**config.mk**
```make
export PLATFORM = sky130hd
export DESIGN_NAME = mpeg_audio_frame_header_decode
export DESIGN_NICKNAME = d
export VERILOG_FILES = /design/src/hw/rtl/mafh_pkg.sv /design/src/hw/rtl/mafh_parse.sv /design/src/hw/rtl/mafh_length.sv /design/src/hw/rtl/mpeg_audio_frame_header_decode.sv
export SDC_FILE = /design/constraint.sdc
export NUM_CORES = 2
export LEC_CHECK = 0
export ABC_CLOCK_PERIOD_IN_PS = 6600
export BUFFER_PORTS_ARGS = -buffer_cell sky130_fd_sc_hd__buf_2
export CAP_MARGIN = 20
export CELL_PAD_IN_SITES_DETAIL_PLACEMENT = 0
export CELL_PAD_IN_SITES_GLOBAL_PLACEMENT = 1
export CORE_UTILIZATION = 35
export CTS_BUF_LIST = sky130_fd_sc_hd__clkbuf_4 sky130_fd_sc_hd__clkbuf_8 sky130_fd_sc_hd__clkbuf_16
export DETAILED_ROUTE_END_ITERATION = 6
export PLACE_DENSITY = 0.58
export SLEW_MARGIN = 20
export SYNTH_ARGS = -nofsm -noshare
export SYNTH_HDL_FRONTEND = slang
export SYNTH_SLANG_ARGS = --single-unit
```
**constraint.sdc**
```tcl
create_clock -name clock -period 6.6 [get_ports clock]
set_input_delay 0.33 -clock clock [delete_from_list [all_inputs] [get_ports clock]]
set_output_delay 0.33 -clock clock [all_outputs]
set_load 0.01 [all_outputs]
```
**src/hw/rtl/mafh_pkg.sv**
```systemverilog
`timescale 1ns / 1ps
// Shared types, constants and lookup tables for the MPEG audio header decoder.
// No dependencies; used by every module of the block.
package mafh_pkg;

   // Header codes
   localparam logic [10:0] SYNC_PATTERN  = 11'h7ff;
   localparam logic [1:0]  VER_MPEG25    = 2'd0;
   localparam logic [1:0]  VER_RESERVED  = 2'd1;
   localparam logic [1:0]  VER_MPEG2     = 2'd2;
   localparam logic [1:0]  VER_MPEG1     = 2'd3;
   localparam logic [1:0]  LCODE_RSVD    = 2'd0;
   localparam logic [1:0]  LCODE_LAYER3  = 2'd1;
   localparam logic [1:0]  LCODE_LAYER1  = 2'd3;
   localparam logic [3:0]  BRI_FREE      = 4'd0;
   localparam logic [3:0]  BRI_BAD       = 4'd15;
   localparam logic [1:0]  SRI_44K       = 2'd0;
   localparam logic [1:0]  SRI_48K       = 2'd1;
   localparam logic [1:0]  SRI_32K       = 2'd2;
   localparam logic [1:0]  SRI_RSVD      = 2'd3;

   // Field widths
   localparam int KBPS_W  = 9;
   localparam int KCOEF_W = 18;
   localparam int AVAIL_W = 12;
   localparam int LEN_W   = 12;
   localparam int FMT_W   = 6;
   localparam int X_W     = 29;   // kbps * coef * version scale
   localparam int BASE_W  = 16;
   localparam int RECIP_W = 30;
   localparam int RPROD_W = X_W + RECIP_W;
   localparam int BACK_W  = LEN_W + BASE_W;
   localparam int MIN_LEN = 4;

   // Layer coefficients premultiplied by 1000 (kbps to bit/s)
   localparam logic [KCOEF_W-1:0] KCOEF_L1   = 18'd12000;
   localparam logic [KCOEF_W-1:0] KCOEF_HALF = 18'd72000;
   localparam logic [KCOEF_W-1:0] KCOEF_FULL = 18'd144000;

   // Base sample rates
   localparam logic [BASE_W-1:0] RATE_44K = 16'd44100;
   localparam logic [BASE_W-1:0] RATE_48K = 16'd48000;
   localparam logic [BASE_W-1:0] RATE_32K = 16'd32000;

   // Reciprocals floor(2^RECIP_SHIFT / rate); quotient estimate is q or q-1
   localparam int RECIP_SHIFT = 44;
   localparam logic [RECIP_W-1:0] RECIP_44K =
      RECIP_W'((64'd1 << RECIP_SHIFT) / 64'd44100);
   localparam logic [RECIP_W-1:0] RECIP_48K =
      RECIP_W'((64'd1 << RECIP_SHIFT) / 64'd48000);
   localparam logic [RECIP_W-1:0] RECIP_32K =
      RECIP_W'((64'd1 << RECIP_SHIFT) / 64'd32000);

   // Bitrate tables in kbps, row = layer - 1 (row 3 unused)
   localparam logic [KBPS_W-1:0] KBPS_V1 [4][16] = '{
      '{9'd0, 9'd32, 9'd64, 9'd96, 9'd128, 9'd160, 9'd192, 9'd224,
        9'd256, 9'd288, 9'd320, 9'd352, 9'd384, 9'd416, 9'd448, 9'd0},
      '{9'd0, 9'd32, 9'd48, 9'd56, 9'd64, 9'd80, 9'd96, 9'd112,
        9'd128, 9'd160, 9'd192, 9'd224, 9'd256, 9'd320, 9'd384, 9'd0},
      '{9'd0, 9'd32, 9'd40, 9'd48, 9'd56, 9'd64, 9'd80, 9'd96,
        9'd112, 9'd128, 9'd160, 9'd192, 9'd224, 9'd256, 9'd320, 9'd0},
      '{default: 9'd0}
   };
   localparam logic [KBPS_W-1:0] KBPS_V2 [4][16] = '{
      '{9'd0, 9'd32, 9'd48, 9'd56, 9'd64, 9'd80, 9'd96, 9'd112,
        9'd128, 9'd144, 9'd160, 9'd176, 9'd192, 9'd224, 9'd256, 9'd0},
      '{9'd0, 9'd8, 9'd16, 9'd24, 9'd32, 9'd40, 9'd48, 9'd56,
        9'd64, 9'd80, 9'd96, 9'd112, 9'd128, 9'd144, 9'd160, 9'd0},
      '{9'd0, 9'd8, 9'd16, 9'd24, 9'd32, 9'd40, 9'd48, 9'd56,
        9'd64, 9'd80, 9'd96, 9'd112, 9'd128, 9'd144, 9'd160, 9'd0},
      '{default: 9'd0}
   };

   // Per-transaction flags and fields carried alongside the arithmetic
   typedef struct packed {
      logic               hdr_ok;
      logic               pad;
      logic               layer_one;
      logic [AVAIL_W-1:0] avail;
      logic [FMT_W-1:0]   format;
   } side_type;

   // Operands for the length arithmetic
   typedef struct packed {
      logic [KBPS_W-1:0]  kbps;
      logic [KCOEF_W-1:0] kcoef;
      logic [1:0]         dshift;
      logic [1:0]         sri;
   } calc_type;

   function automatic logic [BASE_W-1:0] base_rate(input logic [1:0] sri);
      logic [BASE_W-1:0] rate;
      unique case (sri)
         SRI_44K: rate = RATE_44K;
         SRI_48K: rate = RATE_48K;
         SRI_32K: rate = RATE_32K;
         default: rate = RATE_44K;   // reserved code, frame already rejected
      endcase
      return rate;
   endfunction

   function automatic logic [RECIP_W-1:0] rate_recip(input logic [1:0] sri);
      logic [RECIP_W-1:0] recip;
      unique case (sri)
         SRI_44K: recip = RECIP_44K;
         SRI_48K: recip = RECIP_48K;
         SRI_32K: recip = RECIP_32K;
         default: recip = RECIP_44K;
      endcase
      return recip;
   endfunction

endpackage

```
**src/hw/rtl/mafh_parse.sv**
```systemverilog
`timescale 1ns / 1ps
// Stage 1: header field decode, validity checks and bitrate table lookup.
// Depends on mafh_pkg.
module mafh_parse (
   input  logic                             clock,
   input  logic                             reset,
   input  logic                             in_valid,
   input  logic [31:0]                      header_word,
   input  logic [mafh_pkg::AVAIL_W-1:0]     bytes_available,
   output logic                             out_valid,
   output mafh_pkg::side_type               out_side,
   output mafh_pkg::calc_type               out_calc
);

   logic                  valid_ff;
   mafh_pkg::side_type    side_ff, side_in;
   mafh_pkg::calc_type    calc_ff, calc_in;

   logic [10:0] sync;
   logic [1:0]  ver;
   logic [1:0]  lcode;
   logic [3:0]  bri;
   logic [1:0]  sri;
   logic [1:0]  layer;
   logic [1:0]  row;
   logic        sync_ok;
   logic        codes_ok;

   // Field split
   assign sync  = header_word[31:21];
   assign ver   = header_word[20:19];
   assign lcode = header_word[18:17];
   assign bri   = header_word[15:12];
   assign sri   = header_word[11:10];
   assign layer = 2'(3'd4 - {1'b0, lcode});
   assign row   = 2'(2'd3 - lcode);

   assign sync_ok  = (sync == mafh_pkg::SYNC_PATTERN);
   assign codes_ok = (ver != mafh_pkg::VER_RESERVED) && (lcode != mafh_pkg::LCODE_RSVD)
                     && (bri != mafh_pkg::BRI_FREE) && (bri != mafh_pkg::BRI_BAD)
                     && (sri != mafh_pkg::SRI_RSVD);

   // Decode and table lookup
   always_comb begin
      side_in.hdr_ok    = sync_ok && codes_ok
                          && (bytes_available >= mafh_pkg::AVAIL_W'(mafh_pkg::MIN_LEN));
      side_in.pad       = header_word[9];
      side_in.layer_one = (lcode == mafh_pkg::LCODE_LAYER1);
      side_in.avail     = bytes_available;
      side_in.format    = {ver, layer, sri};

      calc_in.sri = sri;
      if (ver == mafh_pkg::VER_MPEG1) begin
         calc_in.kbps = mafh_pkg::KBPS_V1[row][bri];
      end else begin
         calc_in.kbps = mafh_pkg::KBPS_V2[row][bri];
      end

      // Halved / quartered sample rate folds into the numerator as a shift
      unique case (ver)
         mafh_pkg::VER_MPEG2:  calc_in.dshift = 2'd1;
         mafh_pkg::VER_MPEG25: calc_in.dshift = 2'd2;
         default:              calc_in.dshift = 2'd0;
      endcase

      priority if (lcode == mafh_pkg::LCODE_LAYER1) begin
         calc_in.kcoef = mafh_pkg::KCOEF_L1;
      end else if (lcode == mafh_pkg::LCODE_LAYER3 && ver != mafh_pkg::VER_MPEG1) begin
         calc_in.kcoef = mafh_pkg::KCOEF_HALF;
      end else begin
         calc_in.kcoef = mafh_pkg::KCOEF_FULL;
      end
   end

   always_ff @(posedge clock) begin
      if (reset) begin
         valid_ff <= 1'b0;
      end else begin
         valid_ff <= in_valid;
      end
   end

   always_ff @(posedge clock) begin
      side_ff <= side_in;
      calc_ff <= calc_in;
   end

   assign out_valid = valid_ff;
   assign out_side  = side_ff;
   assign out_calc  = calc_ff;

endmodule

```
**src/hw/rtl/mafh_length.sv**
```systemverilog
`timescale 1ns / 1ps
// Stages 2 to 5: numerator product, reciprocal division with one-step
// correction, and padding / layer-I slot scaling. Depends on mafh_pkg.
module mafh_length (
   input  logic                          clock,
   input  logic                          reset,
   input  logic                          in_valid,
   input  mafh_pkg::side_type            in_side,
   input  mafh_pkg::calc_type            in_calc,
   output logic                          out_valid,
   output mafh_pkg::side_type            out_side,
   output logic [mafh_pkg::LEN_W-1:0]    out_len
);

   localparam int KPROD_W = mafh_pkg::KBPS_W + mafh_pkg::KCOEF_W;

   // Stage 2: numerator
   logic                          s2_valid_ff;
   mafh_pkg::side_type            s2_side_ff;
   logic [1:0]                    s2_sri_ff;
   logic [mafh_pkg::X_W-1:0]      s2_x_ff, s2_x_in;
   logic [KPROD_W-1:0]            kprod;

   // Stage 3: quotient estimate
   logic                          s3_valid_ff;
   mafh_pkg::side_type            s3_side_ff;
   logic [1:0]                    s3_sri_ff;
   logic [mafh_pkg::X_W-1:0]      s3_x_ff;
   logic [mafh_pkg::LEN_W-1:0]    s3_q0_ff, s3_q0_in;
   logic [mafh_pkg::RPROD_W-1:0]  rprod;

   // Stage 4: back product
   logic                          s4_valid_ff;
   mafh_pkg::side_type            s4_side_ff;
   logic [1:0]                    s4_sri_ff;
   logic [mafh_pkg::X_W-1:0]      s4_x_ff;
   logic [mafh_pkg::LEN_W-1:0]    s4_q0_ff;
   logic [mafh_pkg::BACK_W-1:0]   s4_back_ff, s4_back_in;

   // Stage 5: corrected quotient and length
   logic                          s5_valid_ff;
   mafh_pkg::side_type            s5_side_ff;
   logic [mafh_pkg::LEN_W-1:0]    s5_len_ff, s5_len_in;
   logic [mafh_pkg::X_W-1:0]      remainder;
   logic                          bump;
   logic [mafh_pkg::LEN_W-1:0]    quot;
   logic [mafh_pkg::LEN_W-1:0]    slots;

   // kbps * layer coefficient, scaled for MPEG-2 / 2.5
   assign kprod   = KPROD_W'(in_calc.kbps) * KPROD_W'(in_calc.kcoef);
   assign s2_x_in = mafh_pkg::X_W'(kprod) << in_calc.dshift;

   // Reciprocal multiply; estimate is exact or one low
   assign rprod    = mafh_pkg::RPROD_W'(s2_x_ff)
                     * mafh_pkg::RPROD_W'(mafh_pkg::rate_recip(s2_sri_ff));
   assign s3_q0_in = rprod[mafh_pkg::RECIP_SHIFT +: mafh_pkg::LEN_W];

   assign s4_back_in = mafh_pkg::BACK_W'(s3_q0_ff)
                       * mafh_pkg::BACK_W'(mafh_pkg::base_rate(s3_sri_ff));

   // Correction, padding, layer-I four-byte slots
   assign remainder = s4_x_ff - mafh_pkg::X_W'(s4_back_ff);
   assign bump      = (remainder >= mafh_pkg::X_W'(mafh_pkg::base_rate(s4_sri_ff)));
   assign quot      = s4_q0_ff + mafh_pkg::LEN_W'(bump);
   assign slots     = quot + mafh_pkg::LEN_W'(s4_side_ff.pad);
   assign s5_len_in = s4_side_ff.layer_one ? {slots[mafh_pkg::LEN_W-3:0], 2'b00} : slots;

   always_ff @(posedge clock) begin
      if (reset) begin
         s2_valid_ff <= 1'b0;
         s3_valid_ff <= 1'b0;
         s4_valid_ff <= 1'b0;
         s5_valid_ff <= 1'b0;
      end else begin
         s2_valid_ff <= in_valid;
         s3_valid_ff <= s2_valid_ff;
         s4_valid_ff <= s3_valid_ff;
         s5_valid_ff <= s4_valid_ff;
      end
   end

   always_ff @(posedge clock) begin
      s2_side_ff <= in_side;
      s2_sri_ff  <= in_calc.sri;
      s2_x_ff    <= s2_x_in;

      s3_side_ff <= s2_side_ff;
      s3_sri_ff  <= s2_sri_ff;
      s3_x_ff    <= s2_x_ff;
      s3_q0_ff   <= s3_q0_in;

      s4_side_ff <= s3_side_ff;
      s4_sri_ff  <= s3_sri_ff;
      s4_x_ff    <= s3_x_ff;
      s4_q0_ff   <= s3_q0_ff;
      s4_back_ff <= s4_back_in;

      s5_side_ff <= s4_side_ff;
      s5_len_ff  <= s5_len_in;
   end

   assign out_valid = s5_valid_ff;
   assign out_side  = s5_side_ff;
   assign out_len   = s5_len_ff;

endmodule

```
**src/hw/rtl/mpeg_audio_frame_header_decode.sv**
```systemverilog
`timescale 1ns / 1ps
// MPEG audio frame header decoder, top level: input stage, length pipeline,
// final fit check and result register. Depends on mafh_pkg, mafh_parse, mafh_length.
//
// One header is taken per clock whenever start is high and busy is low; busy
// is high only while reset is asserted. Each transaction produces exactly one
// result, marked by a one-cycle rsp_valid strobe; results come back in order
// and cannot be held off by the receiver. The frame-length division is done as
// a reciprocal multiply followed by a back-multiply and one correction step,
// each multiply in its own stage.
// Rejected headers return frame_ok low with length and format code zero.
module mpeg_audio_frame_header_decode (
   input  logic                             clock,
   input  logic                             reset,
   input  logic                             start,
   output logic                             busy,
   input  logic [31:0]                      req_header_word,
   input  logic [mafh_pkg::AVAIL_W-1:0]     req_bytes_available,
   output logic                             rsp_valid,
   output logic                             rsp_frame_ok,
   output logic [mafh_pkg::LEN_W-1:0]       rsp_frame_length,
   output logic [mafh_pkg::FMT_W-1:0]       rsp_format_code
);

   logic                          s1_valid;
   mafh_pkg::side_type            s1_side;
   mafh_pkg::calc_type            s1_calc;
   logic                          s5_valid;
   mafh_pkg::side_type            s5_side;
   logic [mafh_pkg::LEN_W-1:0]    s5_len;

   logic                          valid_ff;
   logic                          ok_ff, ok_in;
   logic [mafh_pkg::LEN_W-1:0]    len_ff, len_in;
   logic [mafh_pkg::FMT_W-1:0]    fmt_ff, fmt_in;

   assign busy = reset;

   mafh_parse u_parse (
      .clock           (clock),
      .reset           (reset),
      .in_valid        (start && !busy),
      .header_word     (req_header_word),
      .bytes_available (req_bytes_available),
      .out_valid       (s1_valid),
      .out_side        (s1_side),
      .out_calc        (s1_calc)
   );

   mafh_length u_length (
      .clock     (clock),
      .reset     (reset),
      .in_valid  (s1_valid),
      .in_side   (s1_side),
      .in_calc   (s1_calc),
      .out_valid (s5_valid),
      .out_side  (s5_side),
      .out_len   (s5_len)
   );

   // Final accept: header good, length at least four and within available bytes
   assign ok_in  = s5_side.hdr_ok
                   && (s5_len >= mafh_pkg::LEN_W'(mafh_pkg::MIN_LEN))
                   && (s5_len <= s5_side.avail);
   assign len_in = ok_in ? s5_len : '0;
   assign fmt_in = ok_in ? s5_side.format : '0;

   always_ff @(posedge clock) begin
      if (reset) begin
         valid_ff <= 1'b0;
      end else begin
         valid_ff <= s5_valid;
      end
   end

   always_ff @(posedge clock) begin
      ok_ff  <= ok_in;
      len_ff <= len_in;
      fmt_ff <= fmt_in;
   end

   assign rsp_valid        = valid_ff;
   assign rsp_frame_ok     = ok_ff;
   assign rsp_frame_length = len_ff;
   assign rsp_format_code  = fmt_ff;

endmodule

```
### Word level (Yosys, flattened, before mapping)

Cells that the tools add are included.

| word-level totals | value |
|---|---|
| register bits | 316 |
| input port bits | 47 |
| output and inout port bits | 21 |
| logic and storage cells | 112 |

| operators by class | value |
|---|---|
| $add $sub $neg | 5 |
| multipliers | 3 |
| order comparisons | 6 |
| equal/unequal tests | 15 |
| shift operators | 1 |
| mux-type cells | 19 |
| bitwise operators | 2 |
| reductions and logical operators | 14 |

Operators with widths:

| kind | number |
|---|---|
| $bmux 144 s2 | 2 |
| $mux 144 | 4 |
| $bmux 9 s4 | 2 |
| $pmux 16 s2 | 2 |
| $pmux 30 s2 | 1 |
| $mul 29x30->56 | 1 |
| $mux 9 | 5 |
| $ge 29x16->1 | 1 |
| $shl 27x2->29 | 1 |
| $sub 29x28->29 | 1 |
| $mul 12x16->28 | 1 |
| $mul 9x18->27 | 1 |
| $add 12x1->12 | 2 |
| $ge 12x3->1 const B | 2 |
| $mux 18 | 1 |
| $eq 2x2->1 const B | 6 |
| $le 12x12->1 | 1 |
| $mux 12 | 1 |
| $eq 11x11->1 const B | 1 |
| $logic_and 1x1->1 | 10 |
| $eq 2x1->1 const B | 4 |
| $ge 5x5->1 const B | 1 |
| $not 4->5 | 1 |
| $ne 2x2->1 const B | 2 |
| other kinds (11) | 11 |

### Logic depth before layout (Yosys ltp)

| depth | value |
|---|---|
| depth in word-level cells | 9 |
| mapped depth | 30 |
| gate-level depth less buffers | 29 |

### By module

Synthesis repeated with hierarchy kept, for this count alone.

| second synthesis, totals | value |
|---|---|
| cells, all modules | 4104 |
| area, all modules | 40591.4 um^2 |

By module, submodules not included:

| module | times used | cells each | area each (um^2) | sequential area each (um^2) |
|---|---|---|---|---|
| mafh_length | 1 | 3839 | 38079.0 | 4864.7 |
| mafh_parse | 1 | 175 | 1595.3 | 720.7 |
| mpeg_audio_frame_header_decode | 1 | 90 | 917.1 | 400.4 |

### Least setup slack after synthesis

OpenSTA, ideal clock, no wires.

| timing path | value |
|---|---|
| path type | flip-flop to flip-flop |
| start | register u_length.s2_side_ff[0] (netlist name) |
| end | register u_length.s3_q0_ff[11] (netlist name) |
| library setup time | 0.072 ns |
| data arrival time | 7.126 ns |
| required time | 6.528 ns |
| slack | -0.598 ns |
| cell stages (with the launch flop) | 25 |
| path buffers | 2 |
| period minus slack after synthesis | 7.198 ns |
| path through | dfxtp_1 inv_1 ha_1 clkbuf_1 clkbuf_1 nor2b_1 fa_1 fa_1 fa_1 fa_1 fa_1 fa_1 fa_1 ha_1 ha_1 a21o_1 a21o_1 a211o_1 or2_2 a41oi_1 nor3b_1 and3_1 o31a_1 nor2_1 xnor2_1 |

RTL lines:

| element | line | source |
|---|---|---|
| to (signal assigned) | mafh_length.sv:90 | `s3_q0_ff <= s3_q0_in;` |
| to (decl) | mafh_length.sv:29 | `logic [mafh_pkg::LEN_W-1:0] s3_q0_ff, s3_q0_in;` |

==> out/summary.md <==
- 7110 ps — worst path required time
- 540 ps — Max stage delay on crit path
- 1.120 — part of the cycle the worst path needs
- 35,160 um^2 — DP Area
- 0.1732 — sequential cell area fraction in the yosys report
- 608.9 ps — Worst-Margin Slew
- 0 — Max Cap Viol
- 31 — number of buffers created by CTS
- 0.06123 — share of the synthesized area in compound gates (AO/OA/AOI/OAI)
- 87,020 um^2 — placeable core region
- 0 — number of slew-limit violations in the final report
- 590 ps — clock latency at the later pin of the worst-skew pair
- 0 — antenna violations before repair
- 0 — Remaining Overflow, GRT
- 4.623 — Avg Vias per Cell
- 108 — Std-Cell Rows
- 4,459 — final layout net count
- sky130_fd_sc_hd__fa_1 — most prevalent standard cell on the critical path
- -791.2 ps — setup ws final
- 0.3546 — effective utilization at floorplan
- 137.0 mm — first-pass GRT wire length
- 10.33 um^2 — average cell area after synthesis
- sky130_fd_sc_hd__fa_2 — slowest cell on the critical path
- 89,350 um^2 — die outline area
- 8,572 — FILL cells
- 0.1754 — fraction of final layout cells with drive strength greater than 1
- 0.1353 GHz — maximum achievable frequency
- 298.9 um — DIE WIDTH
- complete, but fails checks — outcome
- 37,040 um^2 — area of all placed cells without fillers
- 1 — count of unresolved DRC violations after routing
- 4,056 — Post-Synthesis Net Count
- sky130_fd_sc_hd__clkbuf_16 — CTS Root Cell
- 298.9 um — y dimension of the die
- 0.9219 — final weighted congestion in routability-driven placement
- 0 — yosys synthesis warning count
- 14.73 ps — Max Clock Skew
- 0 — post-route antenna net violation count
- 68 — I/O pin count
- 2,987 — cells after synthesis
- DRC, setup timing — violations in the final reports
- 18.79 um — Routed WL per cell
- 0.4257 — utilization after layout
- 1 — H-tree lvl count
- 7 — DR pass1 iterations
- 30,850 um^2 — mapped cell area
- 267 — flip-flop and latch count after synthesis
- 72 — Distinct cells, synth
- 951 — Starting DRT DRC Count
- 7 — largest fanout on the critical path
- 0.1990 — all-layer global routing usage
- 0 — EDFF count, synth
- 0.09570 — area share of and/or/nand/nor cells after synthesis
- 23,680 — vias in the first global route
- register — nature of the critical path startpoint
- 267 — Sinks on Clock Net
- 34 — maximum number of pins on one net before global-route repair
- 85.91 mm — Detailed Route WL
- 0 — Async S/R FF share, synth
- 21,130 — total via count in the routed design
- 0.5458 — fraction of the mapped netlist area in adder cells
- 0.01959 — Post-Synth XOR/XNOR Area
- 7900 ps — endpoint arrival time on the critical path
- register — kind of end point of the critical path
- 0 — number of endpoints with negative hold slack in the final report
- 7391 ps — Final min period
- sky130_fd_sc_hd__dfxtp_1 — Primary FF master, synth
- primary input to register — path category of the worst min-delay check
- adder cells — largest family of logic cells by synthesized area
- 20.06% — Syn-to-layout area delta
- 60 ps — Reg clk slew, reported paths
- 0.5935 — normalized max-slew margin
- yes — RSZ-0062 raised after global routing
- -6616 ps — Final TNS setup
- 75.87 mm — detailed placement HPWL
- 12 — Final setup violation count
- 57 — number of input and output port buffers inserted
- 3 — Longest Clk Path Bufs
- yes — TritonCTS clock tree
- register to register — critical setup path kind
- 0.01212 — share of cell area taken by muxes after synthesis
-- final timing paths --
path	startpoint	to	slack (ps)	cells after the start
max	u_length.s2_side_ff[1]	u_length.s3_q0_ff[11]	-790	27
min	req_header_word[15]	u_parse.out_calc[25]	120	2
max reg2reg	u_length.s2_side_ff[1]	u_length.s3_q0_ff[11]	-790	27
min reg2reg	u_length.s3_x_ff[27]	u_length.s4_x_ff[27]	320	0
-- metrics by stage --
step	hold WS [ps]	cells	setup WS, ps
6_report	117.9	4571	-791.2
5_1_grt	115.0	4570	-977.9
4_1_cts	80.20	4556	-756.7
3_5_place_dp	312.1	4460	-956.0
3_3_place_gp	310.2	4460	-854.0
2_1_floorplan	308.9	2987	-72.70
-- cells in the mapped netlist (all sizes together) (8+ instances only) --
| master | n | area [um^2] |
|---|---|---|
| nor3b | 9 | 67.56 |
| o21ai | 52 | 271.5 |
| ha | 482 | 6031 |
| a21oi | 102 | 514.2 |
| dfxtp | 267 | 5345 |
| a21o | 25 | 187.7 |
| nor2 | 86 | 322.8 |
| buf | 9 | 40.04 |
| a31oi | 18 | 112.6 |
| nor3 | 24 | 120.1 |
| nand4 | 10 | 62.56 |
| fa | 540 | 10810 |
| o211ai | 9 | 67.56 |
| mux2i | 25 | 250.2 |
| and2 | 124 | 775.7 |
| clkbuf | 39 | 146.4 |
| inv | 709 | 2661 |
| and3 | 12 | 75.07 |
| nand2b | 66 | 412.9 |
| nor2b | 58 | 362.9 |
| nand3 | 26 | 130.1 |
| o21a | 8 | 60.06 |
| a211oi | 15 | 135.1 |
| xor2 | 16 | 140.1 |
| nand2 | 107 | 401.6 |
| o21bai | 10 | 75.07 |
| xnor2 | 53 | 464.2 |
-- what timing repair did --
item / CTS / global route
gates cloned: 1 / 0
hold endpoints to repair: 27 / 0
pin swaps: 35 / 24
buffers inserted: 16 / 14
hold buffers: 21 / 0
endpoints found under the setup margin: 12 / 19
resized for setup: 71 / 27
-- kinds of logic after synthesis --
| kind of cell | count (synthesis) |
|---|---|
| flops | 267 |
| compound gates | 290 |
| fa+ha+maj | 1022 |
| buf+inv | 757 |
| mux | 33 |
| xor+xnor | 69 |
| simple gates | 549 |
-- state kept, by name, summed over array words and instances, names as in the netlist, 6 cells and up --
signal	count
u_length.s4_back_ff	26
u_length.s2_side_ff	21
u_length.s2_x_ff	21
u_length.s3_side_ff	21
u_length.s3_x_ff	21
u_length.s4_side_ff	21
u_length.s4_x_ff	21
u_parse.out_side	21
u_length.out_side	19
u_parse.out_calc	14
rsp_frame_length	12
u_length.out_len	12
u_length.s3_q0_ff	12
u_length.s4_q0_ff	12
rsp_format_code	6
-- layout by cell type, fill, tap and decap left out, types with 46 or more instances in the layout --
| cell type | instances |
|---|---|
| sky130_fd_sc_hd__nor2_1 | 81 |
| sky130_fd_sc_hd__dfxtp_1 | 264 |
| sky130_fd_sc_hd__buf_4 | 317 |
| sky130_fd_sc_hd__nand2_1 | 105 |
| sky130_fd_sc_hd__nand2b_1 | 46 |
| sky130_fd_sc_hd__inv_1 | 696 |
| sky130_fd_sc_hd__nor2b_1 | 47 |
| sky130_fd_sc_hd__ha_1 | 466 |
| sky130_fd_sc_hd__xnor2_1 | 51 |
| sky130_fd_sc_hd__fa_1 | 514 |
| sky130_fd_sc_hd__o21ai_0 | 47 |
| sky130_fd_sc_hd__a21oi_1 | 94 |
| sky130_fd_sc_hd__buf_2 | 57 |
| sky130_fd_sc_hd__and2_1 | 117 |
-- area by class of cell --
| class | instances | area (um^2) | area share |
|---|---|---|---|
| Multi-Input combinational cell | 1963 | 23260 | 0.6280 |
| Sequential cell | 267 | 5354 | 0.1445 |
| Timing Repair Buffer | 418 | 3259 | 0.08799 |
| Inverter | 709 | 2666 | 0.07198 |
| Tap cell | 1155 | 1445 | 0.03901 |
| Clock buffer | 38 | 853.3 | 0.02304 |
| Clock inverter | 20 | 198.9 | 0.005371 |
| Antenna cell | 1 | 2.502 | 0.00006755 |
-- worst max-delay path, delay by kind of cell (launching register included) --
kind,cells,cell delay (ps)
XOR/XNOR,1,120
AND/OR/NAND/NOR,5,780
adder cells (fa/ha/maj),10,4300
buffers and inverters,7,900
AO/OA/AOI/OAI,4,820
flip-flops,1,360
-- layer usage --
layer	vias to the layer above	wire, um	GRT usage
li1	10190	-	-
met1	10660	41320	0.2814
met2	204	41230	0.3359
met3	78	1721	0.01512
met4	0	1634	0.03535
met5	-	0	0
Power is not shown: default switching activity piles up to over one toggle a cycle in this logic, so the estimate is an artifact.
